**config.mk**
```make
export PLATFORM = sky130hd
export DESIGN_NAME = vdu_command_stream_framer_top_flat
export DESIGN_NICKNAME = d
export VERILOG_FILES = /design/src/rtl/vcsf_pkg.sv /design/src/rtl/vcsf_if.sv /design/src/rtl/vcsf_input_stage.sv /design/src/rtl/vcsf_collector.sv /design/src/rtl/vcsf_output_stage.sv /design/src/rtl/vdu_command_stream_framer_top.sv /design/src/flat_wrapper.sv
export SDC_FILE = /design/constraint.sdc
export NUM_CORES = 1
export LEC_CHECK = 0
export ABC_CLOCK_PERIOD_IN_PS = 5600
export BUFFER_PORTS_ARGS = -buffer_cell sky130_fd_sc_hd__buf_2
export CELL_PAD_IN_SITES_DETAIL_PLACEMENT = 0
export CELL_PAD_IN_SITES_GLOBAL_PLACEMENT = 1
export CORE_MARGIN = 4
export CORE_UTILIZATION = 42
export DETAILED_ROUTE_END_ITERATION = 8
export PLACE_DENSITY = 0.73
export SKIP_CTS_REPAIR_TIMING = 1
export SYNTH_ARGS = -nofsm -noshare
export SYNTH_HDL_FRONTEND = slang
export SYNTH_SLANG_ARGS = --single-unit
```
**constraint.sdc**
```tcl
create_clock -name clk -period 5.6 [get_ports clk]
set_input_delay 0.84 -clock clk [delete_from_list [all_inputs] [get_ports clk]]
set_output_delay 0.84 -clock clk [all_outputs]
set_load 0.01 [all_outputs]
```
**src/rtl/vcsf_pkg.sv**
```systemverilog
// ----------------------------------------------------------------------------
// VDU framer package
// Types, control codes and the command length table shared by the framer.
// ----------------------------------------------------------------------------
package vcsf_pkg;

  // Parameter store depth; must be at least the longest command (9), at most 16
  localparam int MAX_PARAMS  = 9;
  localparam int IDX_W       = $clog2(MAX_PARAMS);
  localparam int PARAM_SLOTS = 9;
  localparam int COUNT_W     = 4;

  localparam logic [7:0] PRINT_MIN = 8'd32;

  // Immediate control codes
  localparam logic [7:0] CODE_BACKSPACE  = 8'd8;
  localparam logic [7:0] CODE_LINE_FEED  = 8'd10;
  localparam logic [7:0] CODE_CLEAR_TEXT = 8'd12;
  localparam logic [7:0] CODE_CARRIAGE   = 8'd13;
  localparam logic [7:0] CODE_CLEAR_GFX  = 8'd16;

  // Codes that open a parameterized command
  localparam logic [7:0] CODE_TEXT_COLOR  = 8'd17;
  localparam logic [7:0] CODE_GFX_COLOR   = 8'd18;
  localparam logic [7:0] CODE_PALETTE     = 8'd19;
  localparam logic [7:0] CODE_MODE        = 8'd22;
  localparam logic [7:0] CODE_DEFINE_CHAR = 8'd23;
  localparam logic [7:0] CODE_GFX_WINDOW  = 8'd24;
  localparam logic [7:0] CODE_PLOT        = 8'd25;
  localparam logic [7:0] CODE_TEXT_WINDOW = 8'd28;
  localparam logic [7:0] CODE_GFX_ORIGIN  = 8'd29;
  localparam logic [7:0] CODE_TAB         = 8'd31;

  typedef enum logic [1:0] {
    KIND_CHAR      = 2'd0,
    KIND_IMMEDIATE = 2'd1,
    KIND_COMMAND   = 2'd2
  } kind_t;

  typedef struct packed {
    logic       valid;
    logic [7:0] data;
  } stage_t;

  typedef struct packed {
    kind_t                         kind;
    logic [7:0]                    code;
    logic [COUNT_W-1:0]            count;
    logic [PARAM_SLOTS-1:0][7:0]   params;
  } result_t;

  function automatic logic is_immediate(input logic [7:0] c);
    return (c == CODE_BACKSPACE) || (c == CODE_LINE_FEED) || (c == CODE_CLEAR_TEXT) ||
           (c == CODE_CARRIAGE) || (c == CODE_CLEAR_GFX);
  endfunction

  // Parameter bytes a command needs; zero for anything that starts no command
  function automatic logic [COUNT_W-1:0] start_length(input logic [7:0] c);
    logic [COUNT_W-1:0] n;
    case (c)
      CODE_TEXT_COLOR:  n = 4'd1;
      CODE_GFX_COLOR:   n = 4'd2;
      CODE_PALETTE:     n = 4'd5;
      CODE_MODE:        n = 4'd1;
      CODE_DEFINE_CHAR: n = 4'd9;
      CODE_GFX_WINDOW:  n = 4'd8;
      CODE_PLOT:        n = 4'd5;
      CODE_TEXT_WINDOW: n = 4'd4;
      CODE_GFX_ORIGIN:  n = 4'd4;
      CODE_TAB:         n = 4'd2;
      default:          n = 4'd0;
    endcase
    return n;
  endfunction

endpackage

```
**src/rtl/vcsf_if.sv**
```systemverilog
// ----------------------------------------------------------------------------
// VDU framer channels
// Valid/ready channels for the input byte stream and the framed items.
// ----------------------------------------------------------------------------
interface vcsf_byte_if;
  logic       valid;
  logic       ready;
  logic [7:0] stream_byte;

  modport source (output valid, output stream_byte, input ready);
  modport sink   (input valid, input stream_byte, output ready);
endinterface

interface vcsf_item_if;
  logic       valid;
  logic       ready;
  logic [1:0] item_kind;
  logic [7:0] code;
  logic [3:0] param_count;
  logic [7:0] param_0;
  logic [7:0] param_1;
  logic [7:0] param_2;
  logic [7:0] param_3;
  logic [7:0] param_4;
  logic [7:0] param_5;
  logic [7:0] param_6;
  logic [7:0] param_7;
  logic [7:0] param_8;

  modport source (
    output valid, output item_kind, output code, output param_count,
    output param_0, output param_1, output param_2, output param_3, output param_4,
    output param_5, output param_6, output param_7, output param_8,
    input ready
  );
  modport sink (
    input valid, input item_kind, input code, input param_count,
    input param_0, input param_1, input param_2, input param_3, input param_4,
    input param_5, input param_6, input param_7, input param_8,
    output ready
  );
endinterface

```
**src/rtl/vcsf_input_stage.sv**
```systemverilog
// ----------------------------------------------------------------------------
// VDU framer input stage
// Registers each incoming byte and hands it to the collector.
// ----------------------------------------------------------------------------
module vcsf_input_stage (
  input  logic             clk,
  input  logic             rst,
  vcsf_byte_if.sink        stream,
  input  logic             free,
  output vcsf_pkg::stage_t cur,
  output logic             take
);

  vcsf_pkg::stage_t stage;

  assign take         = stage.valid && free;
  assign stream.ready = !stage.valid || free;
  assign cur          = stage;

  always_ff @(posedge clk) begin
    if (rst) begin
      stage.valid <= 1'b0;
    end else if (stream.ready) begin
      stage.valid <= stream.valid;
    end
    if (stream.valid && stream.ready) begin
      stage.data <= stream.stream_byte;
    end
  end

endmodule

```
**src/rtl/vcsf_collector.sv**
```systemverilog
// ----------------------------------------------------------------------------
// VDU framer collector
// Classifies each byte, tracks the pending command and frames results.
// ----------------------------------------------------------------------------
module vcsf_collector (
  input  logic              clk,
  input  logic              rst,
  input  vcsf_pkg::stage_t  cur,
  input  logic              take,
  output logic              res_valid,
  output vcsf_pkg::result_t res
);

  logic [7:0]                   pending_code;
  logic [7:0]                   pending_code_next;
  logic [vcsf_pkg::COUNT_W-1:0] needed_length;
  logic [vcsf_pkg::COUNT_W-1:0] needed_length_next;
  logic [vcsf_pkg::COUNT_W-1:0] byte_index;
  logic [vcsf_pkg::COUNT_W-1:0] byte_index_next;
  logic [7:0]                   param_store [vcsf_pkg::MAX_PARAMS];

  logic [vcsf_pkg::COUNT_W-1:0] index_inc;
  logic [vcsf_pkg::COUNT_W-1:0] start_len;
  logic                         pending;

  assign pending   = needed_length != '0;
  assign index_inc = byte_index + 1'b1;
  assign start_len = vcsf_pkg::start_length(cur.data);

  always_comb begin
    pending_code_next  = pending_code;
    needed_length_next = needed_length;
    byte_index_next    = byte_index;
    res_valid          = 1'b0;
    res.kind           = vcsf_pkg::KIND_CHAR;
    res.code           = cur.data;
    res.count          = '0;
    res.params         = '0;

    if (pending) begin
      byte_index_next = index_inc;
      res.kind        = vcsf_pkg::KIND_COMMAND;
      res.code        = pending_code;
      res.count       = needed_length;
      // The byte arriving now fills its slot directly; earlier ones come from the store
      for (int i = 0; i < vcsf_pkg::PARAM_SLOTS; i++) begin
        if (i < int'(needed_length)) begin
          res.params[i] = (i == int'(byte_index)) ? cur.data : param_store[i];
        end
      end
      if (index_inc == needed_length) begin
        res_valid          = 1'b1;
        pending_code_next  = '0;
        needed_length_next = '0;
        byte_index_next    = '0;
      end
    end else if (cur.data >= vcsf_pkg::PRINT_MIN) begin
      res_valid = 1'b1;
    end else if (vcsf_pkg::is_immediate(cur.data)) begin
      res_valid = 1'b1;
      res.kind  = vcsf_pkg::KIND_IMMEDIATE;
    end else if (start_len != '0) begin
      pending_code_next  = cur.data;
      needed_length_next = start_len;
      byte_index_next    = '0;
    end
  end

  always_ff @(posedge clk) begin
    if (rst) begin
      pending_code  <= '0;
      needed_length <= '0;
      byte_index    <= '0;
    end else if (take) begin
      pending_code  <= pending_code_next;
      needed_length <= needed_length_next;
      byte_index    <= byte_index_next;
    end
  end

  // Every slot a command reports is written before it is read, so no clear
  always_ff @(posedge clk) begin
    if (take && pending && (int'(byte_index) < vcsf_pkg::MAX_PARAMS)) begin
      param_store[byte_index[vcsf_pkg::IDX_W-1:0]] <= cur.data;
    end
  end

endmodule

```
**src/rtl/vcsf_output_stage.sv**
```systemverilog
// ----------------------------------------------------------------------------
// VDU framer output stage
// Result register that holds a framed item until the sink takes it.
// ----------------------------------------------------------------------------
module vcsf_output_stage (
  input  logic              clk,
  input  logic              rst,
  input  logic              load,
  input  vcsf_pkg::result_t res,
  output logic              free,
  vcsf_item_if.source       items
);

  logic              held;
  vcsf_pkg::result_t data;

  assign free = !held || items.ready;

  always_ff @(posedge clk) begin
    if (rst) begin
      held <= 1'b0;
    end else if (free) begin
      held <= load;
    end
  end

  always_ff @(posedge clk) begin
    if (free && load) begin
      data <= res;
    end
  end

  assign items.valid       = held;
  assign items.item_kind   = data.kind;
  assign items.code        = data.code;
  assign items.param_count = data.count;
  assign items.param_0     = data.params[0];
  assign items.param_1     = data.params[1];
  assign items.param_2     = data.params[2];
  assign items.param_3     = data.params[3];
  assign items.param_4     = data.params[4];
  assign items.param_5     = data.params[5];
  assign items.param_6     = data.params[6];
  assign items.param_7     = data.params[7];
  assign items.param_8     = data.params[8];

endmodule

```
**src/rtl/vdu_command_stream_framer_top.sv**
```systemverilog
// The framer takes at most one byte of a terminal output stream per cycle and
// emits at most one framed item per byte: a printable character, an immediate
// control code, or a completed command with up to nine parameter bytes.
// Sustained rate is one byte per clock while the item sink is ready; each byte
// passes through the input register and then the result register before its
// item appears. The input ready depends combinationally on the output ready,
// through the result register's free condition. Bytes that produce no item
// (dropped control codes, command starts and non-final parameters) never load the result register.
// ----------------------------------------------------------------------------
// VDU command stream framer
// Top level: input register, command collector and result register.
// ----------------------------------------------------------------------------
module vdu_command_stream_framer_top (
  input  logic        clk,
  input  logic        rst,
  vcsf_byte_if.sink   stream,
  vcsf_item_if.source items
);

  vcsf_pkg::stage_t  cur;
  vcsf_pkg::result_t res;
  logic              take;
  logic              free;
  logic              res_valid;

  vcsf_input_stage u_input (
    .clk    (clk),
    .rst    (rst),
    .stream (stream),
    .free   (free),
    .cur    (cur),
    .take   (take)
  );

  vcsf_collector u_collector (
    .clk       (clk),
    .rst       (rst),
    .cur       (cur),
    .take      (take),
    .res_valid (res_valid),
    .res       (res)
  );

  vcsf_output_stage u_output (
    .clk   (clk),
    .rst   (rst),
    .load  (take && res_valid),
    .res   (res),
    .free  (free),
    .items (items)
  );

endmodule

```
**src/flat_wrapper.sv**
```systemverilog
// flat-port wrapper written by rule: the top's interface ports become plain ports
module vdu_command_stream_framer_top_flat 
  (clk, rst, stream_valid, stream_stream_byte, stream_ready, items_valid, items_item_kind, items_code, items_param_count, items_param_0, items_param_1, items_param_2, items_param_3, items_param_4, items_param_5, items_param_6, items_param_7, items_param_8, items_ready);
  vcsf_byte_if stream_i ();
  vcsf_item_if items_i ();
  input  logic clk;
  input  logic rst;
  input wire logic [$bits(stream_i.valid)-1:0] stream_valid;
  input wire logic [$bits(stream_i.stream_byte)-1:0] stream_stream_byte;
  output wire logic [$bits(stream_i.ready)-1:0] stream_ready;
  output wire logic [$bits(items_i.valid)-1:0] items_valid;
  output wire logic [$bits(items_i.item_kind)-1:0] items_item_kind;
  output wire logic [$bits(items_i.code)-1:0] items_code;
  output wire logic [$bits(items_i.param_count)-1:0] items_param_count;
  output wire logic [$bits(items_i.param_0)-1:0] items_param_0;
  output wire logic [$bits(items_i.param_1)-1:0] items_param_1;
  output wire logic [$bits(items_i.param_2)-1:0] items_param_2;
  output wire logic [$bits(items_i.param_3)-1:0] items_param_3;
  output wire logic [$bits(items_i.param_4)-1:0] items_param_4;
  output wire logic [$bits(items_i.param_5)-1:0] items_param_5;
  output wire logic [$bits(items_i.param_6)-1:0] items_param_6;
  output wire logic [$bits(items_i.param_7)-1:0] items_param_7;
  output wire logic [$bits(items_i.param_8)-1:0] items_param_8;
  input wire logic [$bits(items_i.ready)-1:0] items_ready;
  assign stream_i.valid = stream_valid;
  assign stream_i.stream_byte = stream_stream_byte;
  assign stream_ready = stream_i.ready;
  assign items_valid = items_i.valid;
  assign items_item_kind = items_i.item_kind;
  assign items_code = items_i.code;
  assign items_param_count = items_i.param_count;
  assign items_param_0 = items_i.param_0;
  assign items_param_1 = items_i.param_1;
  assign items_param_2 = items_i.param_2;
  assign items_param_3 = items_i.param_3;
  assign items_param_4 = items_i.param_4;
  assign items_param_5 = items_i.param_5;
  assign items_param_6 = items_i.param_6;
  assign items_param_7 = items_i.param_7;
  assign items_param_8 = items_i.param_8;
  assign items_i.ready = items_ready;
  vdu_command_stream_framer_top u_core (.clk(clk), .rst(rst), .stream(stream_i), .items(items_i));
endmodule
```
Word-level counts from Yosys, hierarchy flattened. Memories as Yosys holds them, arrays and structs flattened. A register that Yosys moved wholly into a read port is not among the register bits. Cells that the tools add are included.

Bits in read-only memories: 128. Output and inout bits: 88. Memory bits (writable): 72. Memories kept: 2. Input port bits: 12. Flip-flop bits (word level): 112. Logic and storage cells: 124.

Memory list: (no name shown) (depth 32, width 4, rd ports 1, clocked after memory_dff 1, wr ports 0, RTL line vcsf_pkg.sv:60) `case (c)`; u_core.u_collector.param_store (depth 9, width 8, rd ports 9, clocked after memory_dff 0, wr ports 1, RTL line vcsf_collector.sv:20) `logic [7:0] param_store [vcsf_pkg::MAX_PARAMS];`.

Add/subtract/negate cells: 1. Eq/ne operators: 17. Multiplexer cells: 43. Reductions and logical operators: 31. Order comparisons: 11.

Operator list (number): $mux W8 (23); $mux W84 (1); $mux W4 (11); $eq A8 B4 Y1 const B (4); $eq A4 B4 Y1 const A (5); $reduce_and A2 Y1 (9); $lt A3 B4 Y1 const A (4); $eq A3 B4 Y1 const A (2); $eq A8 B5 Y1 const B (1); $ge A8 B6 Y1 const B (1); $lt A1 B4 Y1 const A (2); $lt A2 B4 Y1 const A (2); $reduce_bool A4 Y1 (2); $mux W1 (7); $logic_and A1 B1 Y1 (6); $logic_or A1 B1 Y1 (6); $mux W5 (1); $reduce_and A5 Y1 (1); $add A4 B1 Y4 const B (1); $eq A2 B4 Y1 const A (1); $eq A4 B4 Y1 (1); $logic_not A4 Y1 (1); $lt A4 B4 Y1 const A (1); $lt A4 B4 Y1 const B (1); 7 further kinds (9).

Longest topological paths before layout. Gate-level depths: netlist of run 1.

Depth after elaboration: 10. Mapped depth: 9. Mapped depth without buffers: 7.

Modules after synthesis. Synthesis of run 1 repeated with hierarchy kept, for this count alone.

Cell total of the unflattened synthesis: 565. Area, all modules: 7364.6 µm².

Modules (own cells, without submodules): vcsf_collector (sequential area each 2482.4 µm², times used 1, cells each 459, area an instance 4418.0 µm²); vcsf_output_stage (sequential area each 2602.5 µm², times used 1, cells each 91, area an instance 2637.5 µm²); vcsf_input_stage (sequential area each 260.2 µm², times used 1, cells each 14, area an instance 302.8 µm²); vdu_command_stream_framer_top (sequential area each 0.0 µm², times used 1, cells each 1, area an instance 6.3 µm²).

Worst setup path after synthesis of run 1. OpenSTA, ideal clock, no wires.

Kind: register to register. From: register u_core.u_collector.byte_index[0] (netlist bit). To: register u_core.u_output.data, in the netlist u_core.u_output.items.code[0], enable pin. Stages on the path, launching flop included: 8. Clock period less this slack: 5.567 ns. Path slack: 0.033 ns. Data required time: 5.069 ns. Setup time: 0.531 ns. Arrival: 5.036 ns. Buffers on the path: 1. Path through: dfxtp_1 -> ha_1 -> clkbuf_1 -> xor2_1 -> xnor2_1 -> a31oi_1 -> o21bai_1 -> nor2_1.

Word-level cells in the longest chain between the ends: 6.

Ends and longest elaborated chain: from (decl) (RTL line vcsf_collector.sv:18) `logic [vcsf_pkg::COUNT_W-1:0] byte_index;`; from (signal assigned) (RTL line vcsf_collector.sv:77) `byte_index <= byte_index_next;`; $add A4 B1 Y4 (RTL line vcsf_collector.sv:27) `assign index_inc = byte_index + 1'b1;`; $eq A4 B4 Y1 (RTL line vcsf_collector.sv:51) `if (index_inc == needed_length) begin`; $mux W1 (RTL line vcsf_collector.sv:51); $mux W1 (RTL line vcsf_collector.sv:40) `if (pending) begin`; $logic_and A1 B1 Y1 (RTL line vdu_command_stream_framer_top.sv:47) `.load (take && res_valid),`; $logic_and A1 B1 Y1 (RTL line vcsf_output_stage.sv:28) `if (free && load) begin`; to (signal assigned) (RTL line vcsf_output_stage.sv:29) `data <= res;`; to (decl) (RTL line vcsf_output_stage.sv:15) `vcsf_pkg::result_t data;`.

Every way passes these cells. A chain may end at the register's enable or synchronous reset.

Worst setup path after layout of run 1.
From: register u_core.u_collector.needed_length[1] (netlist bit). To: register u_core.u_output.data, in the netlist u_core.u_output.items.param_4[0], enable pin.

Word-level cells in the longest chain between the ends: 5. Elaborated cells between the ends (all ways): 6. Classes of those cells: 1 x eq/ne; 2 x mux; 3 x reduce/logical.

Ends and longest elaborated chain: from (decl) (RTL line vcsf_collector.sv:16) `logic [vcsf_pkg::COUNT_W-1:0] needed_length;`; from (signal assigned) (RTL line vcsf_collector.sv:76) `needed_length <= needed_length_next;`; $eq A4 B4 Y1 (RTL line vcsf_collector.sv:51); $mux W1 (RTL line vcsf_collector.sv:51); $mux W1 * (RTL line vcsf_collector.sv:40); $logic_and A1 B1 Y1 * (RTL line vdu_command_stream_framer_top.sv:47); $logic_and A1 B1 Y1 * (RTL line vcsf_output_stage.sv:28).

Every way passes the cells marked *; elsewhere a longest branch is shown, timed or not.

==> results of run 1 <==
[Yosys cell counts, drive strengths merged, types with 3 or more instances]
cell	number
a21oi	47
a22o	9
a31oi	4
and2	9
buf	6
clkbuf	27
dfxtp	22
edfxtp	166
ha	4
inv	5
mux2	4
mux2i	36
nand2	102
nand3	20
nand3b	3
nor2	38
nor2b	11
nor3	5
xnor2	4
[metrics by stage]
step | instance area, µm² | setup WS [ns]
after floorplan | 7470 | 0.0332
after global placement | 8130 | 2.26
after detailed placement | 8130 | 2.13
after CTS | 8700 | 2.12
after global routing | 8700 | 1.87
final | 8700 | 2.14
[final cells by class]
cell class,count,area share
Clock buffer,20,0.0502
Tap cell,225,0.0323
Multi-Input combinational cell,325,0.218
Inverter,5,0.00216
Sequential cell,188,0.623
Clock inverter,12,0.0158
Timing Repair Buffer,101,0.0586
[cell families (layout without fill, tap and decap cells)]
logic type | Yosys count | after routing
simple gates | 203 | 203
fa+ha+maj | 4 | 4
compound gates | 72 | 72
mux | 40 | 40
xor+xnor | 6 | 6
flops | 188 | 188
buf+inv | 38 | 138
[worst max-delay path by stage]
stage / from / cells after the start / end / slack (ns)
floorplan: u_core.u_collector.byte_index[0]$_SDFFE_PP0P_ / 7 / u_core.u_output.items.code[0]$_DFFE_PP_ / 0.03
global placement: u_core.u_collector.needed_length[1]$_SDFFE_PP0P_ / 6 / u_core.u_output.items.param_3[7]$_SDFFCE_PN0P_ / 2.26
detailed placement: u_core.u_collector.needed_length[1]$_SDFFE_PP0P_ / 6 / u_core.u_output.items.param_4[6]$_SDFFCE_PN0P_ / 2.13
CTS: u_core.u_collector.needed_length[1]$_SDFFE_PP0P_ / 6 / u_core.u_output.items.param_4[7]$_SDFFCE_PN0P_ / 2.12
global route: u_core.u_collector.needed_length[1]$_SDFFE_PP0P_ / 6 / u_core.u_output.items.param_4[0]$_SDFFCE_PN0P_ / 1.87
finish: u_core.u_collector.needed_length[1]$_SDFFE_PP0P_ / 6 / u_core.u_output.items.param_4[0]$_SDFFCE_PN0P_ / 2.14
[power groups by stage]
stage / Clock [mW] / Combinational [mW] / Sequential [mW]
floorplan: 0 / 0.0466 / 1.63
global placement: 0 / 0.0991 / 1.62
detailed placement: 0 / 0.101 / 1.62
CTS: 1.19 / 0.101 / 1.59
global route: 1.26 / 0.108 / 1.60
finish: 1.17 / 0.0994 / 1.59
[worst register-to-register path: stages (launching register included)]
cell,delay [ns]
dfxtp_1,0.39
or2_4,0.31
nor3_4,0.62
a31oi_1,0.24
o21bai_1,0.29
nor2_4,0.41
buf_4,0.76
[layer usage]
metal	vias up	routed length, µm	share of wire	GRT usage
li1	2160	-	-	-
met1	2194	6920	0.45	0.210
met2	136	7020	0.46	0.237
met3	28	929	0.061	0.0442
met4	0	369	0.024	0.0692
met5	-	0	0	0
==> impl_metrics.yaml, run 1 <==
worst_setup_path:
  worst-r2r-setup-slack_ns: 2.14
  timing.rr.end: "u_core.u_output.items.param_4[0]$_SDFFCE_PN0P_"
  path_cells: "or2_4 -> nor3_4 -> a31oi_1 -> o21bai_1 -> nor2_4 -> buf_4"
  worstSetupStartpointType: "flip-flop"
  crit_buf_inv: 1
  slowest_stage: "buf_4"
  cp_max_fo: 69
  end_kind: "flip-flop"
  worstPathRequired_ns: 5.66
  criticalPathCategory: "reg2reg"
  cpPeakStageDelay_ns: 0.75
  cp.arrival_ns: 3.52
  r2r_start: "u_core.u_collector.needed_length[1]$_SDFFE_PP0P_"
  critical-path-top-delay-family: "simple AND/OR/NAND/NOR gates"
  reg2reg_depth: 6
place:
  dp_cells: 844
  finalWeightedCongestion: 0.821
  dp.final_hpwl_mm: 9.87
  portBuffers: 99
worst_hold_path:
  holdPathEnd: "u_core.u_collector.pending_code[6]$_SDFFE_PP0P_"
  min_path_cells: 1
  hold_start: "u_core.u_collector.pending_code[6]$_SDFFE_PP0P_"
  hold_class: "reg2reg"
clock_tree:
  clock_path_buffers: 2
  clock_latency_ns: 0.43
  clk_pin_slew_worst_paths_ns: 0.07
  htree_num_levels: 4
  clock_sinks: 188
  cts_tree: "built"
  cts-buffers-inserted: 17
  ctsRootBufferMaster: "clkbuf_16"
synth:
  synthAdderAreaFrac: 0.00670
  synthSimpleGateAreaFrac: 0.125
  synth_xor_area_frac: 0.00703
  ys_seq_area_frac: 0.726
  ys.flop_type: "edfxtp_1"
  ys_ff_latch: 188
  synth_edf_count: 166
  ys.warnings.count: 0
  synth_area_leader_cell: "edfxtp_1"
  synth_area_leaders: "edfxtp_1 67%, dfxtp_1 5.9%, nand2_1 5.1%"
  synthesis.area_um2: 7470
  syn_nets: 567
  synth_top_family_by_area: "simple AND/OR/NAND/NOR gates"
  synth_top_area_share: 0.667
  syn_area_per_cell_um2: 13.6
  muxShareOfSynthArea: 0.0542
  synth_compound_area_frac: 0.0591
  syn-instance-count: 551
  async_flop_share: 0
  synth.distinct_cells: 46
floorplanning:
  io-pin-count: 100
  placementRows: 48
  fp.dieH_um: 141
  die-area_um2: 20000
  coreArea_um2: 17400
  die_w_um: 141
  initial_core_util: 0.431
sta:
  holdWs_ns: 0.461
  skew_ns: 0.00911
  fmax_mhz: 289
  rsz0062_at_grt: "no"
  setup_tns_ns: 0
  finalMaxSlewViolations: 0
  relSlewSlack: 0.147
  finalCritPeriodShare: 0.619
  fin_crit_ns: 3.46
  worstMarginPinSlew_ns: 1.28
  hold_viol: 0
  finalSetupViolCount: 0
global_route:
  antenna_found_initial: 0
  gr-total-overflow: 0
  grt_pass1_vias: 4407
  grt_usage: 0.156
  grt_max_degree: 70
  grt_pass1_wl_mm: 23.9
power_and_ir_drop:
  p_clk_frac: 0.408
  power.share.switching: 0.212
  combPwrFrac: 0.035
  p_sw_mw: 0.606
  p_seq_frac: 0.557
  p_per_area_nw_per_um2: 329
  ir_worst_vdd_mv: 0.212
  p_leak_nw: 3.27
  cell_internal_pwr_mw: 2.26
  p_total_mw: 2.86
routing:
  finalWirelength_mm: 15.2
  firstDrtPassIters: 5
  drt_drc_violations_left: 0
  drtAntennaViolNets: 0
  wire_per_inst_um: 17.4
  dr_total_vias: 4518
  drt_iter0_markers: 367
  vias_per_cell: 5.16
cells_and_area:
  final_common_cell: "edfxtp_1"
  diodes: 0
  largest_reg_flops: 72
  multi_input_area_um2: 1890
  area_delta_synth_final_pct: 16.5
  seq_area_um2: 5430
  nFillCells: 1522
  final_nets: 654
  drive_above_1_share: 0.220
  layout_common_cells: "166 x edfxtp_1, 102 x nand2_1, 99 x buf_2"
  finalNonFillerCells: 876
  final_util: 0.502
job:
  drv_cap: 0
run_status:
  status: "finished clean"
(Power assumes the default switching activity.)
==> run 2, diff against run 1 <==
ABC_CLOCK_PERIOD_IN_PS = 3500   (was 5600)
CORE_UTILIZATION = 47   (was 42)
PLACE_DENSITY = 0.77   (was 0.73)
clock period = 3.5 ns   (was 5.6 ns; I/O delays follow)
==> run 2 against run 1 <==
  * Flip-flop and latch count unchanged
  * Sequential share of layout area decreased by 0.76 points
  * Maximum frequency increased by 13%
  * Non-clock buffer count increased by 11
  * First-iteration DRC count decreased by 23%
  * Sequential power increased by 58%
  * Largest cell class unchanged
  * Clock skew decreased by 0.0011 ns
  * Total power increased by 64%
  * Combinational power increased by 110%
  * Critical endpoint is now u_core.u_output.items.param_5[6]$_SDFFCE_PN0P_
  * Hold slack got worse by 0.19 ns
  * Wire length increased by 3.5%
  * Cell area increased by 1.2%
==> impl_metrics.yaml, run 2 (synthesis gave the netlist of run 1 again) <==
run_status:
  status: "finished clean"
sta:
  fmax_mhz: 326
  rsz0062_at_grt: "no"
  skew_ns: 0.00798
  hold_viol: 0
  setup_tns_ns: 0
  finalSetupViolCount: 0
  relSlewSlack: 0.269
  fin_crit_ns: 3.07
  finalCritPeriodShare: 0.876
  worstMarginPinSlew_ns: 1.09
  finalMaxSlewViolations: 0
worst_setup_path:
  crit_buf_inv: 1
  worst-r2r-setup-slack_ns: 0.43
  cp_max_fo: 30
  timing.rr.end: "u_core.u_output.items.param_5[6]$_SDFFCE_PN0P_"
  end_kind: "flip-flop"
  critical-path-top-delay-family: "simple AND/OR/NAND/NOR gates"
  cp.arrival_ns: 3.15
  worstPathRequired_ns: 3.59
  criticalPathCategory: "reg2reg"
  slowest_stage: "nor3_4"
  worstSetupStartpointType: "flip-flop"
  path_cells: "or2_4 -> nor3_4 -> a31oi_1 -> o21bai_1 -> nor2_4 -> buf_4"
  reg2reg_depth: 6
  r2r_start: "u_core.u_collector.needed_length[1]$_SDFFE_PP0P_"
  cpPeakStageDelay_ns: 0.66
cells_and_area:
  final_common_cell: "edfxtp_1"
  nFillCells: 1234
  area_delta_synth_final_pct: 17.9
  final_nets: 665
  final_util: 0.573
  layout_common_cells: "166 x edfxtp_1, 102 x nand2_1, 99 x buf_2"
  drive_above_1_share: 0.230
  seq_area_um2: 5430
  largest_reg_flops: 72
  diodes: 0
  fin_area_um2: 8810
  multi_input_area_um2: 1890
clock_tree:
  htree_num_levels: 4
  clock_latency_ns: 0.43
  cts-buffers-inserted: 17
  cts_tree: "built"
  clock_sinks: 188
  ctsRootBufferMaster: "clkbuf_16"
  clk_pin_slew_worst_paths_ns: 0.07
  clock_path_buffers: 2
place:
  portBuffers: 99
  placedInstanceArea_um2: 8210
  finalWeightedCongestion: 0.785
  dp.final_hpwl_mm: 9.94
job:
  drv_cap: 0
routing:
  drt_iter0_markers: 282
  finalWirelength_mm: 15.8
  firstDrtPassIters: 5
  vias_per_cell: 5.24
  dr_total_vias: 4576
  drtAntennaViolNets: 0
  wire_per_inst_um: 18.1
  drt_drc_violations_left: 0
floorplanning:
  io-pin-count: 100
  placementRows: 45
  initial_core_util: 0.486
  die-area_um2: 18000
  coreArea_um2: 15400
  fp.dieH_um: 134
  die_w_um: 134
worst_hold_path:
  hold_start: "stream_stream_byte[6]"
  hold_class: "in2reg"
  min_path_cells: 1
  holdPathEnd: "u_core.u_input.cur[6]$_DFFE_PN_"
global_route:
  grt_pass1_vias: 4490
  grt_max_degree: 47
  grt_pass1_wl_mm: 24.5
  gr-total-overflow: 0
  grt_usage: 0.181
  antenna_found_initial: 0
power_and_ir_drop:
  p_per_area_nw_per_um2: 533
  ir_worst_vdd_mv: 0.368
  p_leak_nw: 3.35
-- run 2: changes by cell type in the layout (fill, tap and decap cells not counted), sizes merged --
cell	delta
inv	-1
bufinv	+2
clkinvlp	-1
clkbuf	-1
buf	+11
clkinv	+1
-- run 2: worst max path at each step --
stage | startpoint | endpoint | slack (ns) | cells past startpoint
2_1_floorplan | u_core.u_collector.byte_index[0]$_SDFFE_PP0P_ | u_core.u_output.items.code[0]$_DFFE_PP_ | 0.32 | 7
3_3_place_gp | u_core.u_collector.needed_length[1]$_SDFFE_PP0P_ | u_core.u_output.items.param_5[5]$_SDFFCE_PN0P_ | 0.62 | 6
3_5_place_dp | u_core.u_collector.needed_length[1]$_SDFFE_PP0P_ | u_core.u_output.items.param_5[6]$_SDFFCE_PN0P_ | 0.47 | 6
4_1_cts | u_core.u_collector.needed_length[1]$_SDFFE_PP0P_ | u_core.u_output.items.param_5[7]$_SDFFCE_PN0P_ | 0.45 | 6
5_1_grt | u_core.u_collector.needed_length[1]$_SDFFE_PP0P_ | u_core.u_output.items.param_5[7]$_SDFFCE_PN0P_ | 0.27 | 6
6_report | u_core.u_collector.needed_length[1]$_SDFFE_PP0P_ | u_core.u_output.items.param_5[6]$_SDFFCE_PN0P_ | 0.43 | 6
-- run 2: through the flow --
stage	cells	worst slack, ns	hold WS, ns	total power [mW]
after floorplan	551	0.323	0.430	2.67
after global placement	841	0.622	0.447	2.77
after detailed placement	841	0.466	0.453	2.77
after CTS	873	0.452	0.252	4.73
after global routing	873	0.269	0.246	4.87
final	873	0.435	0.269	4.70
-- run 2: power by group --
group          switching [mW]  leakage [nW]  internal [mW]
sequential             0.0195          1.70           2.49
clock                   0.788         0.294           1.19
combinational           0.144          1.35         0.0662
total                   0.951          3.35           3.75
-- run 2: worst register-to-register path, cell delays in order (launching register included) --
cell and delay (ns):
dfxtp_1 0.39, or2_4 0.31, nor3_4 0.66, a31oi_1 0.28, o21bai_1 0.30, nor2_4 0.34, buf_4 0.43
-- run 2: area by class of cell --
| class | count | share of cell area |
|---|---|---|
| clock inverters | 13 | 0.0195 |
| well taps | 211 | 0.0300 |
| repair buffers | 112 | 0.0687 |
| flip-flops and latches | 188 | 0.616 |
| clock buffers | 19 | 0.0491 |
| inverters | 5 | 0.00213 |
| multi-input cells | 325 | 0.215 |
-- run 2: routing by layer --
metal | GRT usage | vias to the layer above | routed length, µm | share of wire
met4 | 0.0633 | 0 | 192 | 0.012
met2 | 0.287 | 151 | 7510 | 0.48
met1 | 0.247 | 2227 | 7190 | 0.46
li1 | - | 2183 | - | -
met5 | 0 | - | 0 | 0
met3 | 0.0420 | 15 | 876 | 0.056
==> run 3, diff against run 2 <==
--- a/config.mk
+++ b/config.mk
@@ -11,3 +11,2 @@
 export CELL_PAD_IN_SITES_GLOBAL_PLACEMENT = 1
-export CORE_MARGIN = 4
 export CORE_UTILIZATION = 47
@@ -15,3 +14,2 @@
 export PLACE_DENSITY = 0.77
-export SKIP_CTS_REPAIR_TIMING = 1
 export SYNTH_ARGS = -nofsm -noshare
--- a/constraint.sdc
+++ b/constraint.sdc
@@ -3,2 +3,2 @@
 set_output_delay 0.525 -clock clk [all_outputs]
-set_load 0.01 [all_outputs]
+set_load 0.02 [all_outputs]
==> run 3 against run 2 <==
  * Wire length is 3.3% lower
  * Die area is 8.7% lower
  * Clock power is 5% lower
  * Non-clock buffer count stayed put
  * Clock skew is 0.0068 ns higher
  * Worst setup slack better by 0.29 ns
  * Critical path type unchanged
  * Global-route usage is 1.5 points higher
  * Flip-flop and latch count stayed put
  * Critical path depth is 2 higher
  * Combinational power is 14% higher
  * Total power is 1.1% lower
==> impl_metrics.yaml, run 3 (synthesis gave the netlist of run 1 again) <==
worst_setup_path:
  cpPeakStageDelay_ns: 0.43
  crit_buf_inv: 2
  r2r_start: "u_core.u_collector.byte_index[0]$_SDFFE_PP0P_"
  slowest_stage: "dfxtp_1"
  worstSetupStartpointType: "flip-flop"
  critPathLaunch: "u_core.u_collector.byte_index[0]$_SDFFE_PP0P_"
  path_depth: 8
  reg2reg_depth: 8
  cp.arrival_ns: 2.87
  worstPathRequired_ns: 3.59
  criticalPathCategory: "reg2reg"
  path_cells: "inv_1 -> ha_1 -> xor2_1 -> nor2_1 -> a31oi_1 -> o21bai_1 -> nor2_4 -> buf_4"
  critical-path-top-delay-family: "buffers and inverters"
  worst-r2r-setup-slack_ns: 0.72
  end_kind: "flip-flop"
  cp_max_fo: 30
clock_tree:
  post_cts_resized: 0
  clock_latency_ns: 0.44
  cts_hold_buffers: 0
  post-cts-setup-buffer-count: 0
  ctsRootBufferMaster: "clkbuf_16"
  clock_path_buffers: 2
  cts-buffers-inserted: 17
  htree_num_levels: 4
  clk_pin_slew_worst_paths_ns: 0.07
  cts_tree: "built"
  clock_sinks: 188
global_route:
  grt_pass1_wl_mm: 23.8
  grt_pass1_vias: 4362
  grt_max_degree: 47
  antenna_found_initial: 0
  grt_usage: 0.196
  gr-total-overflow: 0
sta:
  fin_crit_ns: 2.78
  worstMarginPinSlew_ns: 1.12
  fmax_mhz: 360
  finalSetupViolCount: 0
  finalMaxSlewViolations: 0
  hold_viol: 0
  setup_tns_ns: 0
  skew_ns: 0.0148
  rsz0062_at_grt: "no"
  finalCritPeriodShare: 0.794
  relSlewSlack: 0.247
worst_hold_path:
  min_path_cells: 1
  hold_class: "in2reg"
  hold_start: "stream_stream_byte[5]"
floorplanning:
  fp.dieH_um: 128
  placementRows: 45
  coreArea_um2: 15400
  initial_core_util: 0.486
  die_w_um: 128
  die-area_um2: 16400
  io-pin-count: 100
cells_and_area:
  final_common_cell: "edfxtp_1"
  fin_area_um2: 8800
  largest_reg_flops: 72
  area_delta_synth_final_pct: 17.7
  nFillCells: 1229
  layout_common_cells: "166 x edfxtp_1, 102 x nand2_1, 99 x buf_2"
  final_nets: 665
  drive_above_1_share: 0.231
  diodes: 0
routing:
  drt_iter0_markers: 380
  drtAntennaViolNets: 0
  firstDrtPassIters: 5
  vias_per_cell: 5.18
  drt_drc_violations_left: 0
  finalWirelength_mm: 15.2
  wire_per_inst_um: 17.5
  dr_total_vias: 4524
place:
  portBuffers: 99
  finalWeightedCongestion: 0.809
  placedInstanceArea_um2: 8210
  dp.final_hpwl_mm: 9.86
power_and_ir_drop:
  p_total_mw: 4.65
  p_leak_nw: 3.33
  p_per_area_nw_per_um2: 528
  ir_worst_vdd_mv: 0.329
run_status:
  status: "finished clean"
job:
  drv_cap: 0
-- run 3: cell types whose count changed in the layout (fill, tap and decap cells not counted), sizes merged --
cell	before	now
clkbuf	19	22
clkinv	6	3
clkinvlp	1	4
inv	7	6
bufinv	4	2
-- run 3: power by group --
| part | internal [mW] | leakage [nW] | switching, mW |
|---|---|---|---|
| clock | 1.11 | 0.274 | 0.788 |
| sequential | 2.49 | 1.70 | 0.0209 |
| combinational | 0.0660 | 1.35 | 0.173 |
| total | 3.67 | 3.33 | 0.981 |
-- run 3: worst paths after layout --
path	endpoint
worst min register to register	u_core.u_collector.pending_code[6]$_SDFFE_PP0P_
worst max-delay path	u_core.u_output.items.param_0[7]$_SDFFCE_PP0P_
worst min-delay path	u_core.u_input.cur[5]$_DFFE_PN_
worst max register to register	u_core.u_output.items.param_0[7]$_SDFFCE_PP0P_
-- run 3: cell type report --
| type | count | area, µm² | share of cell area |
|---|---|---|---|
| clock buffers | 22 | 474 | 0.0539 |
| clock inverters | 10 | 115 | 0.0131 |
| inverters | 5 | 18.8 | 0.00213 |
| multi-input cells | 325 | 1890 | 0.215 |
| flip-flops and latches | 188 | 5430 | 0.617 |
| well taps | 211 | 264 | 0.0300 |
| repair buffers | 112 | 606 | 0.0688 |
-- run 3: metal layers --
| metal | up-vias | share of wire | GRT usage |
|---|---|---|---|
| li1 | 2182 | - | - |
| met1 | 2198 | 0.46 | 0.270 |
| met2 | 124 | 0.47 | 0.301 |
| met3 | 20 | 0.054 | 0.0447 |
| met4 | 0 | 0.016 | 0.0789 |
| met5 | - | 0 | 0 |
-- run 3: per-stage QoR --
step | instances | utilization | setup slack [ns] | hold WS [ns]
6_report | 873 | 0.572 | 0.720 | 0.257
5_1_grt | 873 | 0.572 | 0.503 | 0.251
4_1_cts | 873 | 0.572 | 0.697 | 0.248
3_5_place_dp | 841 | 0.534 | 0.725 | 0.450
3_3_place_gp | 841 | 0.534 | 0.801 | 0.447
2_1_floorplan | 551 | - | 0.323 | 0.430
-- run 3: worst register-to-register path, cell delays in order (launching register included) --
cell      delay [ns]
dfxtp_1         0.43
inv_1           0.12
ha_1            0.33
xor2_1          0.15
nor2_1          0.15
a31oi_1         0.21
o21bai_1        0.28
nor2_4          0.32
buf_4           0.42
